--- config.mk ---
export PLATFORM = sky130hd
export DESIGN_NAME = counting_semaphore_table_unit
export DESIGN_NICKNAME = d
export VERILOG_FILES = /design/src/rtl/csem_pkg.sv /design/src/rtl/csem_ctrl.sv /design/src/rtl/csem_datapath.sv /design/src/rtl/counting_semaphore_table_unit.sv
export SDC_FILE = /design/constraint.sdc
export NUM_CORES = 2
export LEC_CHECK = 0
export ABC_AREA = 1
export BUFFER_PORTS_ARGS = -buffer_cell sky130_fd_sc_hd__buf_2
export CELL_PAD_IN_SITES_DETAIL_PLACEMENT = 1
export CELL_PAD_IN_SITES_GLOBAL_PLACEMENT = 2
export CORE_MARGIN = 8
export CORE_UTILIZATION = 41
export CTS_BUF_LIST = sky130_fd_sc_hd__clkbuf_8
export DETAILED_ROUTE_END_ITERATION = 16
export PLACE_DENSITY = 0.83
export SLEW_MARGIN = 5
export SYNTH_ARGS = -nofsm -noshare
export SYNTH_HDL_FRONTEND = slang
export SYNTH_SLANG_ARGS = --single-unit
--- constraint.sdc ---
create_clock -name clk -period 14.35 [get_ports clk]
set_clock_uncertainty 0.15 [all_clocks]
set_input_delay 0.7175 -clock clk [delete_from_list [all_inputs] [get_ports clk]]
set_output_delay 0.7175 -clock clk [all_outputs]
set_load 0.01 [all_outputs]
--- src/rtl/csem_pkg.sv ---
package csem_pkg;

	localparam int NUM_SEMS_DEF    = 16;
	localparam int MAX_WAITERS_DEF = 16;
	localparam int PID_BITS_DEF    = 8;

	// signed semaphore count
	localparam int CNT_W = 16;
	localparam logic signed [CNT_W-1:0] COUNT_MAX = 16'sh7FFF;

	localparam logic [1:0] KIND_ALLOC  = 2'd0;
	localparam logic [1:0] KIND_WAIT   = 2'd1;
	localparam logic [1:0] KIND_SIGNAL = 2'd2;

	localparam logic [1:0] STATUS_OK      = 2'd0;
	localparam logic [1:0] STATUS_NO_FREE = 2'd1;
	localparam logic [1:0] STATUS_Q_FULL  = 2'd2;

	typedef enum logic [1:0] {
		S_IDLE,
		S_EXEC,
		S_FIN
	} state_t;

	typedef struct packed {
		logic load;
		logic exec;
		logic finish;
	} cmd_t;

	typedef struct packed {
		logic out_free;
	} sts_t;

endpackage

--- src/rtl/csem_ctrl.sv ---
module csem_ctrl import csem_pkg::*; (
	input  logic clk,
	input  logic arst_n,
	input  logic in_valid,
	output logic in_ready,
	output cmd_t cmd,
	input  sts_t sts
);

	state_t state_q, state_d;

	always_ff @(posedge clk or negedge arst_n) begin
		if (!arst_n) begin
			state_q <= S_IDLE;
		end else begin
			state_q <= state_d;
		end
	end

	always_comb begin
		state_d    = state_q;
		in_ready   = 1'b0;
		cmd        = '0;
		case (state_q)
			S_IDLE: begin
				in_ready = 1'b1;
				if (in_valid) begin
					cmd.load = 1'b1;
					state_d  = S_EXEC;
				end
			end
			S_EXEC: begin
				cmd.exec = 1'b1;
				state_d  = S_FIN;
			end
			S_FIN: begin
				// wait for room in the result register
				if (sts.out_free) begin
					cmd.finish = 1'b1;
					state_d    = S_IDLE;
				end
			end
			default: begin
				state_d = S_IDLE;
			end
		endcase
	end

endmodule

--- src/rtl/csem_datapath.sv ---
module csem_datapath import csem_pkg::*; #(
	parameter int NUM_SEMS    = NUM_SEMS_DEF,
	parameter int MAX_WAITERS = MAX_WAITERS_DEF,
	parameter int PID_BITS    = PID_BITS_DEF
) (
	input  logic        clk,
	input  logic        arst_n,
	input  cmd_t        cmd,
	output sts_t        sts,
	input  logic [1:0]  kind,
	input  logic [7:0]  process,
	input  logic [3:0]  sem_index,
	input  logic [14:0] init_value,
	input  logic        out_ready,
	output logic        out_valid,
	output logic [1:0]  status,
	output logic [3:0]  sem_id,
	output logic        block_caller,
	output logic        wake_valid,
	output logic [7:0]  wake_process
);

	localparam int SEM_W      = $clog2(NUM_SEMS);
	localparam int ACNT_W     = $clog2(NUM_SEMS + 1);
	localparam int Q_W        = $clog2(MAX_WAITERS);
	localparam int REC_DEPTH  = 2 ** SEM_W;
	localparam int RING_DEPTH = 2 ** (SEM_W + Q_W);
	localparam logic signed [CNT_W-1:0] CNT_FLOOR = CNT_W'(-MAX_WAITERS);
	localparam logic [Q_W-1:0] PTR_LAST = Q_W'(MAX_WAITERS - 1);

	typedef struct packed {
		logic signed [CNT_W-1:0] count;
		logic [Q_W-1:0]          head;
		logic [Q_W-1:0]          tail;
	} rec_t;

	function automatic logic [Q_W-1:0] ptr_next(input logic [Q_W-1:0] ptr);
		ptr_next = (ptr == PTR_LAST) ? '0 : ptr + 1'b1;
	endfunction

	// request registers
	logic [1:0]          kind_q;
	logic [PID_BITS-1:0] proc_q;
	logic [SEM_W-1:0]    addr_q;
	logic [14:0]         init_q;
	logic                in_range_q;

	// entries are never released, so the used ones are exactly those below the count
	logic [ACNT_W-1:0]   alloc_cnt_q;

	rec_t                rec_mem [REC_DEPTH];
	rec_t                rec_rd_q;
	logic [PID_BITS-1:0] ring_mem [RING_DEPTH];
	logic [PID_BITS-1:0] ring_rd_q;

	logic [1:0] res_status_q;
	logic [3:0] res_id_q;
	logic       res_block_q;
	logic       res_wake_q;

	logic       out_valid_q;
	logic [1:0] status_q;
	logic [3:0] sem_id_q;
	logic       block_q;
	logic       wake_q;
	logic [7:0] wake_proc_q;

	logic                    alloc_full;
	logic                    entry_live;
	logic signed [CNT_W-1:0] cnt_dec;
	logic signed [CNT_W-1:0] cnt_inc;
	logic                    rec_we;
	logic [SEM_W-1:0]        rec_waddr;
	rec_t                    rec_wdata;
	logic                    ring_we;
	logic                    ring_re;
	logic [SEM_W+Q_W-1:0]    ring_addr;
	logic                    alloc_inc;
	logic [1:0]              res_status;
	logic [3:0]              res_id;
	logic                    res_block;
	logic                    res_wake;

	always_ff @(posedge clk) begin
		if (cmd.load) begin
			kind_q     <= kind;
			proc_q     <= PID_BITS'(process);
			addr_q     <= SEM_W'(sem_index);
			init_q     <= init_value;
			in_range_q <= int'(sem_index) < NUM_SEMS;
			rec_rd_q   <= rec_mem[SEM_W'(sem_index)];
		end
	end

	assign alloc_full = alloc_cnt_q == ACNT_W'(NUM_SEMS);
	assign entry_live = in_range_q && (ACNT_W'(addr_q) < alloc_cnt_q);
	assign cnt_dec    = rec_rd_q.count - 16'sd1;
	assign cnt_inc    = (rec_rd_q.count < COUNT_MAX) ? rec_rd_q.count + 16'sd1 : rec_rd_q.count;

	always_comb begin
		rec_we     = 1'b0;
		rec_waddr  = addr_q;
		rec_wdata  = rec_rd_q;
		ring_we    = 1'b0;
		ring_re    = 1'b0;
		ring_addr  = {addr_q, rec_rd_q.tail};
		alloc_inc  = 1'b0;
		res_status = STATUS_OK;
		res_id     = '0;
		res_block  = 1'b0;
		res_wake   = 1'b0;
		case (kind_q)
			KIND_ALLOC: begin
				if (alloc_full) begin
					res_status = STATUS_NO_FREE;
				end else begin
					rec_we          = 1'b1;
					rec_waddr       = alloc_cnt_q[SEM_W-1:0];
					rec_wdata.count = CNT_W'(init_q);
					rec_wdata.head  = '0;
					rec_wdata.tail  = '0;
					alloc_inc       = 1'b1;
					res_id          = 4'(alloc_cnt_q);
				end
			end
			KIND_WAIT: begin
				if (entry_live) begin
					if (rec_rd_q.count <= CNT_FLOOR) begin
						res_status = STATUS_Q_FULL;
					end else begin
						rec_we          = 1'b1;
						rec_wdata.count = cnt_dec;
						if (cnt_dec < 0) begin
							ring_we        = 1'b1;
							ring_addr      = {addr_q, rec_rd_q.tail};
							rec_wdata.tail = ptr_next(rec_rd_q.tail);
							res_block      = 1'b1;
						end
					end
				end
			end
			KIND_SIGNAL: begin
				if (entry_live) begin
					rec_we          = 1'b1;
					rec_wdata.count = cnt_inc;
					// a count not above zero means someone is queued
					if (cnt_inc <= 0) begin
						ring_re        = 1'b1;
						ring_addr      = {addr_q, rec_rd_q.head};
						rec_wdata.head = ptr_next(rec_rd_q.head);
						res_wake       = 1'b1;
					end
				end
			end
			default: begin
			end
		endcase
	end

	always_ff @(posedge clk) begin
		if (cmd.exec && rec_we) begin
			rec_mem[rec_waddr] <= rec_wdata;
		end
	end

	always_ff @(posedge clk) begin
		if (cmd.exec && ring_we) begin
			ring_mem[ring_addr] <= proc_q;
		end
		if (cmd.exec && ring_re) begin
			ring_rd_q <= ring_mem[ring_addr];
		end
	end

	always_ff @(posedge clk or negedge arst_n) begin
		if (!arst_n) begin
			alloc_cnt_q <= '0;
		end else if (cmd.exec && alloc_inc) begin
			alloc_cnt_q <= alloc_cnt_q + 1'b1;
		end
	end

	always_ff @(posedge clk) begin
		if (cmd.exec) begin
			res_status_q <= res_status;
			res_id_q     <= res_id;
			res_block_q  <= res_block;
			res_wake_q   <= res_wake;
		end
	end

	always_ff @(posedge clk or negedge arst_n) begin
		if (!arst_n) begin
			out_valid_q <= 1'b0;
		end else if (cmd.finish) begin
			out_valid_q <= 1'b1;
		end else if (out_ready) begin
			out_valid_q <= 1'b0;
		end
	end

	always_ff @(posedge clk) begin
		if (cmd.finish) begin
			status_q    <= res_status_q;
			sem_id_q    <= res_id_q;
			block_q     <= res_block_q;
			wake_q      <= res_wake_q;
			wake_proc_q <= res_wake_q ? 8'(ring_rd_q) : 8'd0;
		end
	end

	assign sts.out_free  = !out_valid_q || out_ready;
	assign out_valid     = out_valid_q;
	assign status        = status_q;
	assign sem_id        = sem_id_q;
	assign block_caller  = block_q;
	assign wake_valid    = wake_q;
	assign wake_process  = wake_proc_q;

endmodule

--- src/rtl/counting_semaphore_table_unit.sv ---
// a request passes through a semaphore record read, then the record write-back with the wait-ring access,
// then the result register load, which waits while the result is stalled; a new request is taken only
// after the previous one has reached the result register
// reset: asynchronous, active low; clears the allocation count, the sequencer and the result
// valid; the record and ring memories need no clearing pass
module counting_semaphore_table_unit import csem_pkg::*; #(
	parameter int NUM_SEMS    = NUM_SEMS_DEF,
	parameter int MAX_WAITERS = MAX_WAITERS_DEF,
	parameter int PID_BITS    = PID_BITS_DEF
) (
	input  logic        clk,
	input  logic        arst_n,
	input  logic        s_axis_tvalid,
	output logic        s_axis_tready,
	input  logic [31:0] s_axis_tdata,  // process[7:0], sem_index[11:8], init_value[26:12]
	input  logic [1:0]  s_axis_tuser,  // kind[1:0]
	output logic        m_axis_tvalid,
	input  logic        m_axis_tready,
	output logic [15:0] m_axis_tdata,  // sem_id[3:0], block_caller[4], wake_valid[5],
	                                   // wake_process[13:6]
	output logic [1:0]  m_axis_tuser   // status[1:0]
);

	cmd_t       cmd;
	sts_t       sts;
	logic [3:0] sem_id;
	logic       block_caller;
	logic       wake_valid;
	logic [7:0] wake_process;

	csem_ctrl u_ctrl (
		.clk      (clk),
		.arst_n   (arst_n),
		.in_valid (s_axis_tvalid),
		.in_ready (s_axis_tready),
		.cmd      (cmd),
		.sts      (sts)
	);

	csem_datapath #(
		.NUM_SEMS    (NUM_SEMS),
		.MAX_WAITERS (MAX_WAITERS),
		.PID_BITS    (PID_BITS)
	) u_datapath (
		.clk          (clk),
		.arst_n       (arst_n),
		.cmd          (cmd),
		.sts          (sts),
		.kind         (s_axis_tuser),
		.process      (s_axis_tdata[7:0]),
		.sem_index    (s_axis_tdata[11:8]),
		.init_value   (s_axis_tdata[26:12]),
		.out_ready    (m_axis_tready),
		.out_valid    (m_axis_tvalid),
		.status       (m_axis_tuser),
		.sem_id       (sem_id),
		.block_caller (block_caller),
		.wake_valid   (wake_valid),
		.wake_process (wake_process)
	);

	assign m_axis_tdata = {2'b00, wake_process, wake_valid, block_caller, sem_id};

	// an accepted request always goes to execution next
	a_accept_exec: assert property (@(posedge clk) disable iff (!arst_n)
		s_axis_tvalid && s_axis_tready |=> cmd.exec)
		else $error("request accepted but not executed");

	// no new request while one is in flight
	a_exec_busy: assert property (@(posedge clk) disable iff (!arst_n)
		cmd.exec |=> !s_axis_tready)
		else $error("ready while a request is in flight");

	// a wake-up only comes from a successful signal
	a_wake_clean: assert property (@(posedge clk) disable iff (!arst_n)
		m_axis_tvalid && m_axis_tdata[5] |-> m_axis_tuser == STATUS_OK && !m_axis_tdata[4])
		else $error("wake-up with bad status or block flag");

endmodule

# After elaboration in Yosys (flattened, before gate mapping)
# Memories as Yosys holds them, arrays and structs flattened. A register that Yosys moved wholly into a read port is not among the register bits.
# Cells that the tools add are included.
# totals
reg_bits	61
memories	2
mem_bits_rw	2432
word_cells	100
in_bits	38
# classes
n_mux	51
n_bitwise	1
n_reduce_logical	11
eq_ne	9
addsub	5
n_lt_le_gt_ge	5
# mem_list
name	words	word_bits	read_ports	rd_ports_with_merged_regs	write_ports	line_no	source
u_datapath.ring_mem	256	8	1	1	1	csem_datapath.sv:53	logic [PID_BITS-1:0] ring_mem [RING_DEPTH];
u_datapath.rec_mem	16	24	1	1	1	csem_datapath.sv:51	rec_t rec_mem [REC_DEPTH];
# ops
operator	count
two-way mux 16 bit	3
case mux 16 bit (3 select lines)	1
two-way mux 4 bit	11
two-way mux 1 bit	25
two-way mux 24 bit	1
two-way mux 20 bit	1
adder 16 x 2 -> 16 bit (second input constant)	1
<= comparator 16 x 1 -> 1 bit (second input constant)	1
<= comparator 16 x 5 -> 1 bit (second input constant)	1
less-than comparator 16 x 1 -> 1 bit (second input constant)	1
less-than comparator 16 bit (second input constant)	1
case mux 4 bit (2 select lines)	2
subtractor 16 x 2 -> 16 bit (second input constant)	1
adder 4 x 1 -> 4 bit (second input constant)	2
equality test 4 bit (second input constant)	2
two-way mux 2 bit	4
case mux 2 bit (3 select lines)	1
adder 5 x 1 -> 5 bit (second input constant)	1
equality test 5 bit (second input constant)	1
less-than comparator 4 x 5 -> 1 bit	1
equality test 2 x 1 -> 1 bit (second input constant)	2
equality test 2 bit (second input constant)	2
logical AND 1 bit	4
logical NOT 2 bit	2
9 further kinds	10

# Logic depth before layout (Yosys ltp)
# logic_depth
depth_word	9
ltp_mapped	31
ltp_nobuf	29

# Hierarchy
# Synthesis repeated with hierarchy kept, for this count alone.
# unflattened
cells_unflattened	9828
area_unflattened_um2	106279.4
# by_module_without_submodules
module	area_per_inst_um2	n_inst	seq_area_each_um2	cells_each
csem_datapath	106134.3	1	75732.6	9808
csem_ctrl	111.4	1	50.0	15
counting_semaphore_table_unit	33.8	1	0.0	5

# Worst setup path after synthesis
# No wires, ideal clock.
# synth_timing
path_kind	in2reg
start	in s_axis_tvalid
end	reg u_datapath.addr_q[0], enable pin
setup_time_ps	540
stages	1
path_buffers	0
setup_slack_ps	9089
arrival_ps	4572
cell_sequence	nor3b_1
# synth_between
elab_chain_len	2
# synth_rtl
item	line_no	source
start: declaration	counting_semaphore_table_unit.sv:13	input logic s_axis_tvalid,
two-way mux 1 bit	csem_ctrl.sv:27	if (in_valid) begin
two-way mux 1 bit	csem_ctrl.sv:24	case (state_q)
end signal: assignment	csem_datapath.sv:88	addr_q <= SEM_W'(sem_index);
end: declaration	csem_datapath.sv:44	logic [SEM_W-1:0] addr_q;
# Every way passes these cells.
# A chain may end at the register's enable or synchronous reset.

# Final worst setup path
# layout_timing
start	reg u_datapath.kind_q[0]
end	reg u_datapath.ring_rd_q[6], read port of u_datapath.ring_mem (data pin)
# layout_between
elab_chain_len	3
elab_cells_between_ends	4
cone_classes	1 x eq/ne; 2 x mux; 1 x reduce/logical
# layout_rtl
item	line_no	source
start: declaration	csem_datapath.sv:42	logic [1:0] kind_q;
start signal: assignment	csem_datapath.sv:86	kind_q <= kind;
equality test 2 bit *	csem_datapath.sv:112	case (kind_q)
two-way mux 1 bit	n/a	
logical AND 1 bit	csem_datapath.sv:170	if (cmd.exec && ring_re) begin
end: declaration	csem_datapath.sv:54	logic [PID_BITS-1:0] ring_rd_q;
# Mark *: on every way between the ends. The rest lies on a longest branch, timed or not.

==> flow_metrics.tcl <==
set metrics [dict create \
    outcome "finished clean" \
    fill_cells 27900 \
    wl_mm 324 \
    synth_ff_type "edfxtp_1" \
    layout-drive-gt1-share_pct 7.56 \
    critPathSlowestCell "nor2_1" \
    synth_area_leaders "edfxtp_1, nand2_1, nor2_1, buf_2, nand3_1" \
    seq_area_frac_synth_pct 71.8 \
    dieArea_um2 274000 \
    wl_per_cell_um 23.8 \
    slew_headroom_pct 12.0 \
    die_w_um 523 \
    r2r_end "u_datapath.ring_rd_q[6]$_DFFE_PP_" \
    worstHoldPathType "in2reg" \
    via_per_inst 5.32 \
    asyncSetResetFlopFracSynth_pct 0.317 \
    worstSetupEndpointType "flop" \
    ys_types 43 \
    whs_ps 130 \
    critical_path_required_ps 14900 \
    tritoncts "done" \
    yosysTopAreaCell "edfxtp_1" \
    clock-sinks 2525 \
    clkLatencyLatePin_ps 1040 \
    ys_top_cells_by_count "nand2_1, edfxtp_1, nor2_1, buf_2, nand3_1" \
    grt_overflow 0 \
    final_nets 9913 \
    htree_levels 5 \
    cp.arrival_ps 8310 \
    netlist_area_um2 106000 \
    cp_num_buf_inv 4 \
    reg2reg_slack_ps 6590 \
    drtIter0Drc 6017 \
    yosysWarnings 0 \
    yosysMostFrequentCell "nand2_1" \
    initial_core_util_pct 41.1 \
    startpoint "u_datapath.kind_q[0]$_DFFE_PP_" \
    antenna_found_initial 17 \
    cap_violations 0 \
    hp-start "s_axis_tdata[8]" \
    path_class "reg2reg" \
    fmax_mhz 129 \
    ys_ff_latch 2525 \
    grt_pass1_wl_mm 479 \
    crit_cells 21 \
    max_stage_delay_ps 930 \
    synthCells 9719 \
    ant_nets 0 \
    fp.dieH_um 523 \
    hpwl_mm 184 \
    area_delta_synth_final_pct 10.9 \
    crit_end "u_datapath.ring_rd_q[6]$_DFFE_PP_" \
    netlist.area_leader.share_pct 71.6 \
    num_vias 72300 \
    coreArea_um2 256000 \
    synth_edf_count 2517 \
    setup_tns_ps 0 \
    slew_violations 0 \
    first_pass_iters 5 \
    clk_pin_slew_worst_paths_ps 60 \
    crit_chain "nor2_1, inv_1, nor2_1, nand2_4, nand2_4, nand2_8, buf_4, buf_12, buf_4, nand2_1, nand2_1, nand2_1, nand2_1, nand2_1, nand2_1, o21ai_0, nand2_1, nor2_1, nor2_1, nor2_1, nand2_1" \
    rsz0062_at_grt "false" \
    numCtsBuffers 422 \
    fin_crit_ps 7760 \
    p_leak_uw 0.0462 \
    grt_pass1_vias 74900 \
    crit_path_max_fanout 147 \
    syn_area_per_cell_um2 10.9 \
    worst_ir_drop_vdd_mv 0.123 \
    io_buffer_count 50 \
    grt.total_usage_pct 23.1 \
    crit_top_cell "nand2_1" \
    tightest_slew_ps 1320 \
    cts-root-buf "clkbuf_8" \
    power_density_nw_per_um2 148 \
    report.final.setup_viol 0 \
    rows 186 \
    cp_top_family "simple AND/OR/NAND/NOR gates" \
    min_period_over_period_pct 54.1 \
    reg2reg_depth 21 \
    drc 0 \
    grt_start_max_net_pins 183 \
    cp-start-kind "flop" \
    crit-reg2reg-launch "u_datapath.kind_q[0]$_DFFE_PP_" \
    place.gp.congestion 0.844 \
    hold_viol 0 \
    clockBufferDepth 4 \
    io_pins 58 \
]
## worst register-to-register path: cells and delay by family, from the launching register on
kind / cells / cell delay (ps)
AOI/OAI and AO/OA: 1 / 610
buffers and inverters: 4 / 1710
DFF: 1 / 610
and+or+nand+nor: 16 / 4360
## worst min-delay path by stage
stage	end	slack, ps	cells past startpoint
detailed placement	u_datapath.sem_id[2]$_DFFE_PP_	260	0
CTS	u_datapath.addr_q[0]$_DFFE_PP_	110	1
floorplan	u_datapath.block_caller$_DFFE_PP_	250	0
global placement	u_datapath.sem_id[3]$_DFFE_PP_	270	0
global route	u_datapath.addr_q[0]$_DFFE_PP_	140	1
finish	u_datapath.addr_q[0]$_DFFE_PP_	130	1
## sequential cells by signal, indices dropped and copies added, names as in the netlist, 4 cells and up
signal and count:
u_datapath.addr_q 4, u_datapath.alloc_cnt_q 5, u_datapath.init_q 15, u_datapath.proc_q 8, u_datapath.rec_mem 384, u_datapath.rec_rd_q 24, u_datapath.res_id_q 4, u_datapath.ring_mem 2048
u_datapath.ring_rd_q 8, u_datapath.sem_id 4, u_datapath.wake_process 8
## through the flow
| step | instances | cell area [um2] | total power [uW] | util, % | worst slack, ps |
|---|---|---|---|---|---|
| floorplan | 9720 | 106000 | 10400 | - | 9090 |
| global placement | 12800 | 109000 | 11500 | 42.5 | 6930 |
| detailed placement | 12800 | 109000 | 11600 | 42.5 | 6910 |
| CTS | 13600 | 117000 | 17400 | 45.6 | 6920 |
| global route | 13600 | 117000 | 18000 | 45.6 | 6350 |
| finish | 13600 | 117000 | 17300 | 45.6 | 6590 |
## what timing repair did
item	CTS	global route
gates resized for setup	0	0
buffers inserted	0	0
hold buffers	30	0
hold endpoints to repair	40	0
## power breakdown
part | switching, uW | internal, uW | total [uW]
combinational | 2340 | 630 | 2970
clock | 2940 | 2940 | 5890
sequential | 55.3 | 8420 | 8470
## routing by layer
layer	up-vias	global-route usage [%]	share of wire [%]
li1	32800	-	-
met1	36600	32.2	44
met2	2354	37.4	46
met3	566	3.50	6.6
met4	2	7.06	3.0
met5	-	0	0.0015
## area by class of cell
| type | instances | area (um2) | share of cell area, % |
|---|---|---|---|
| Antenna cell | 10 | 25.0 | 0.0214 |
| Inverter | 194 | 728 | 0.622 |
| Multi-Input combinational cell | 6489 | 26800 | 22.9 |
| Timing Repair Buffer | 234 | 1830 | 1.57 |
| Clock inverter | 316 | 1620 | 1.39 |
| Tap cell | 3384 | 4230 | 3.62 |
| Sequential cell | 2525 | 75800 | 64.8 |
| Clock buffer | 433 | 5960 | 5.09 |
## cell families after synthesis
group | after synthesis | synth area share (%)
compound gates | 555 | 3.03
other cells | 1 | 0.00355
simple gates | 5811 | 21.1
mux | 96 | 0.911
fa+ha+maj | 9 | 0.107
xor+xnor | 16 | 0.133
buf+inv | 706 | 2.91
flops | 2525 | 71.8
## cell usage in the layout, fill, tap and decap left out, types with 3 or more instances in the layout
master	Yosys	routed
o211ai_1	101	101
nor3_1	9	9
bufinv_16	0	8
inv_1	185	331
mux2i_1	96	96
inv_12	0	4
a221oi_1	11	11
clkinv_1	3	108
clkbuf_8	0	433
inv_6	0	5
o21ai_1	99	98
nand4_1	12	12
diode_2	0	10
nand2_1	5124	5109
clkinvlp_4	0	5
o2111ai_1	4	4
a21oi_1	119	119
nor2_1	423	403
buf_12	0	9
nor2_2	5	20
o22ai_1	4	4
edfxtp_1	2517	2517
dfrtp_1	8	8
xor2_1	16	16
nand3_1	216	216
nand2_2	5	19
nor4_1	3	3
inv_2	6	7
clkinv_8	0	3
ha_1	9	9
o21ai_0	179	179
dlygate4sd3_1	0	30
nor2_4	4	9
nand2_4	5	4
buf_4	14	145
a22oi_1	26	26
buf_2	266	48
clkinv_2	0	34
No activity file was read; power rests on OpenSTA's default activity.
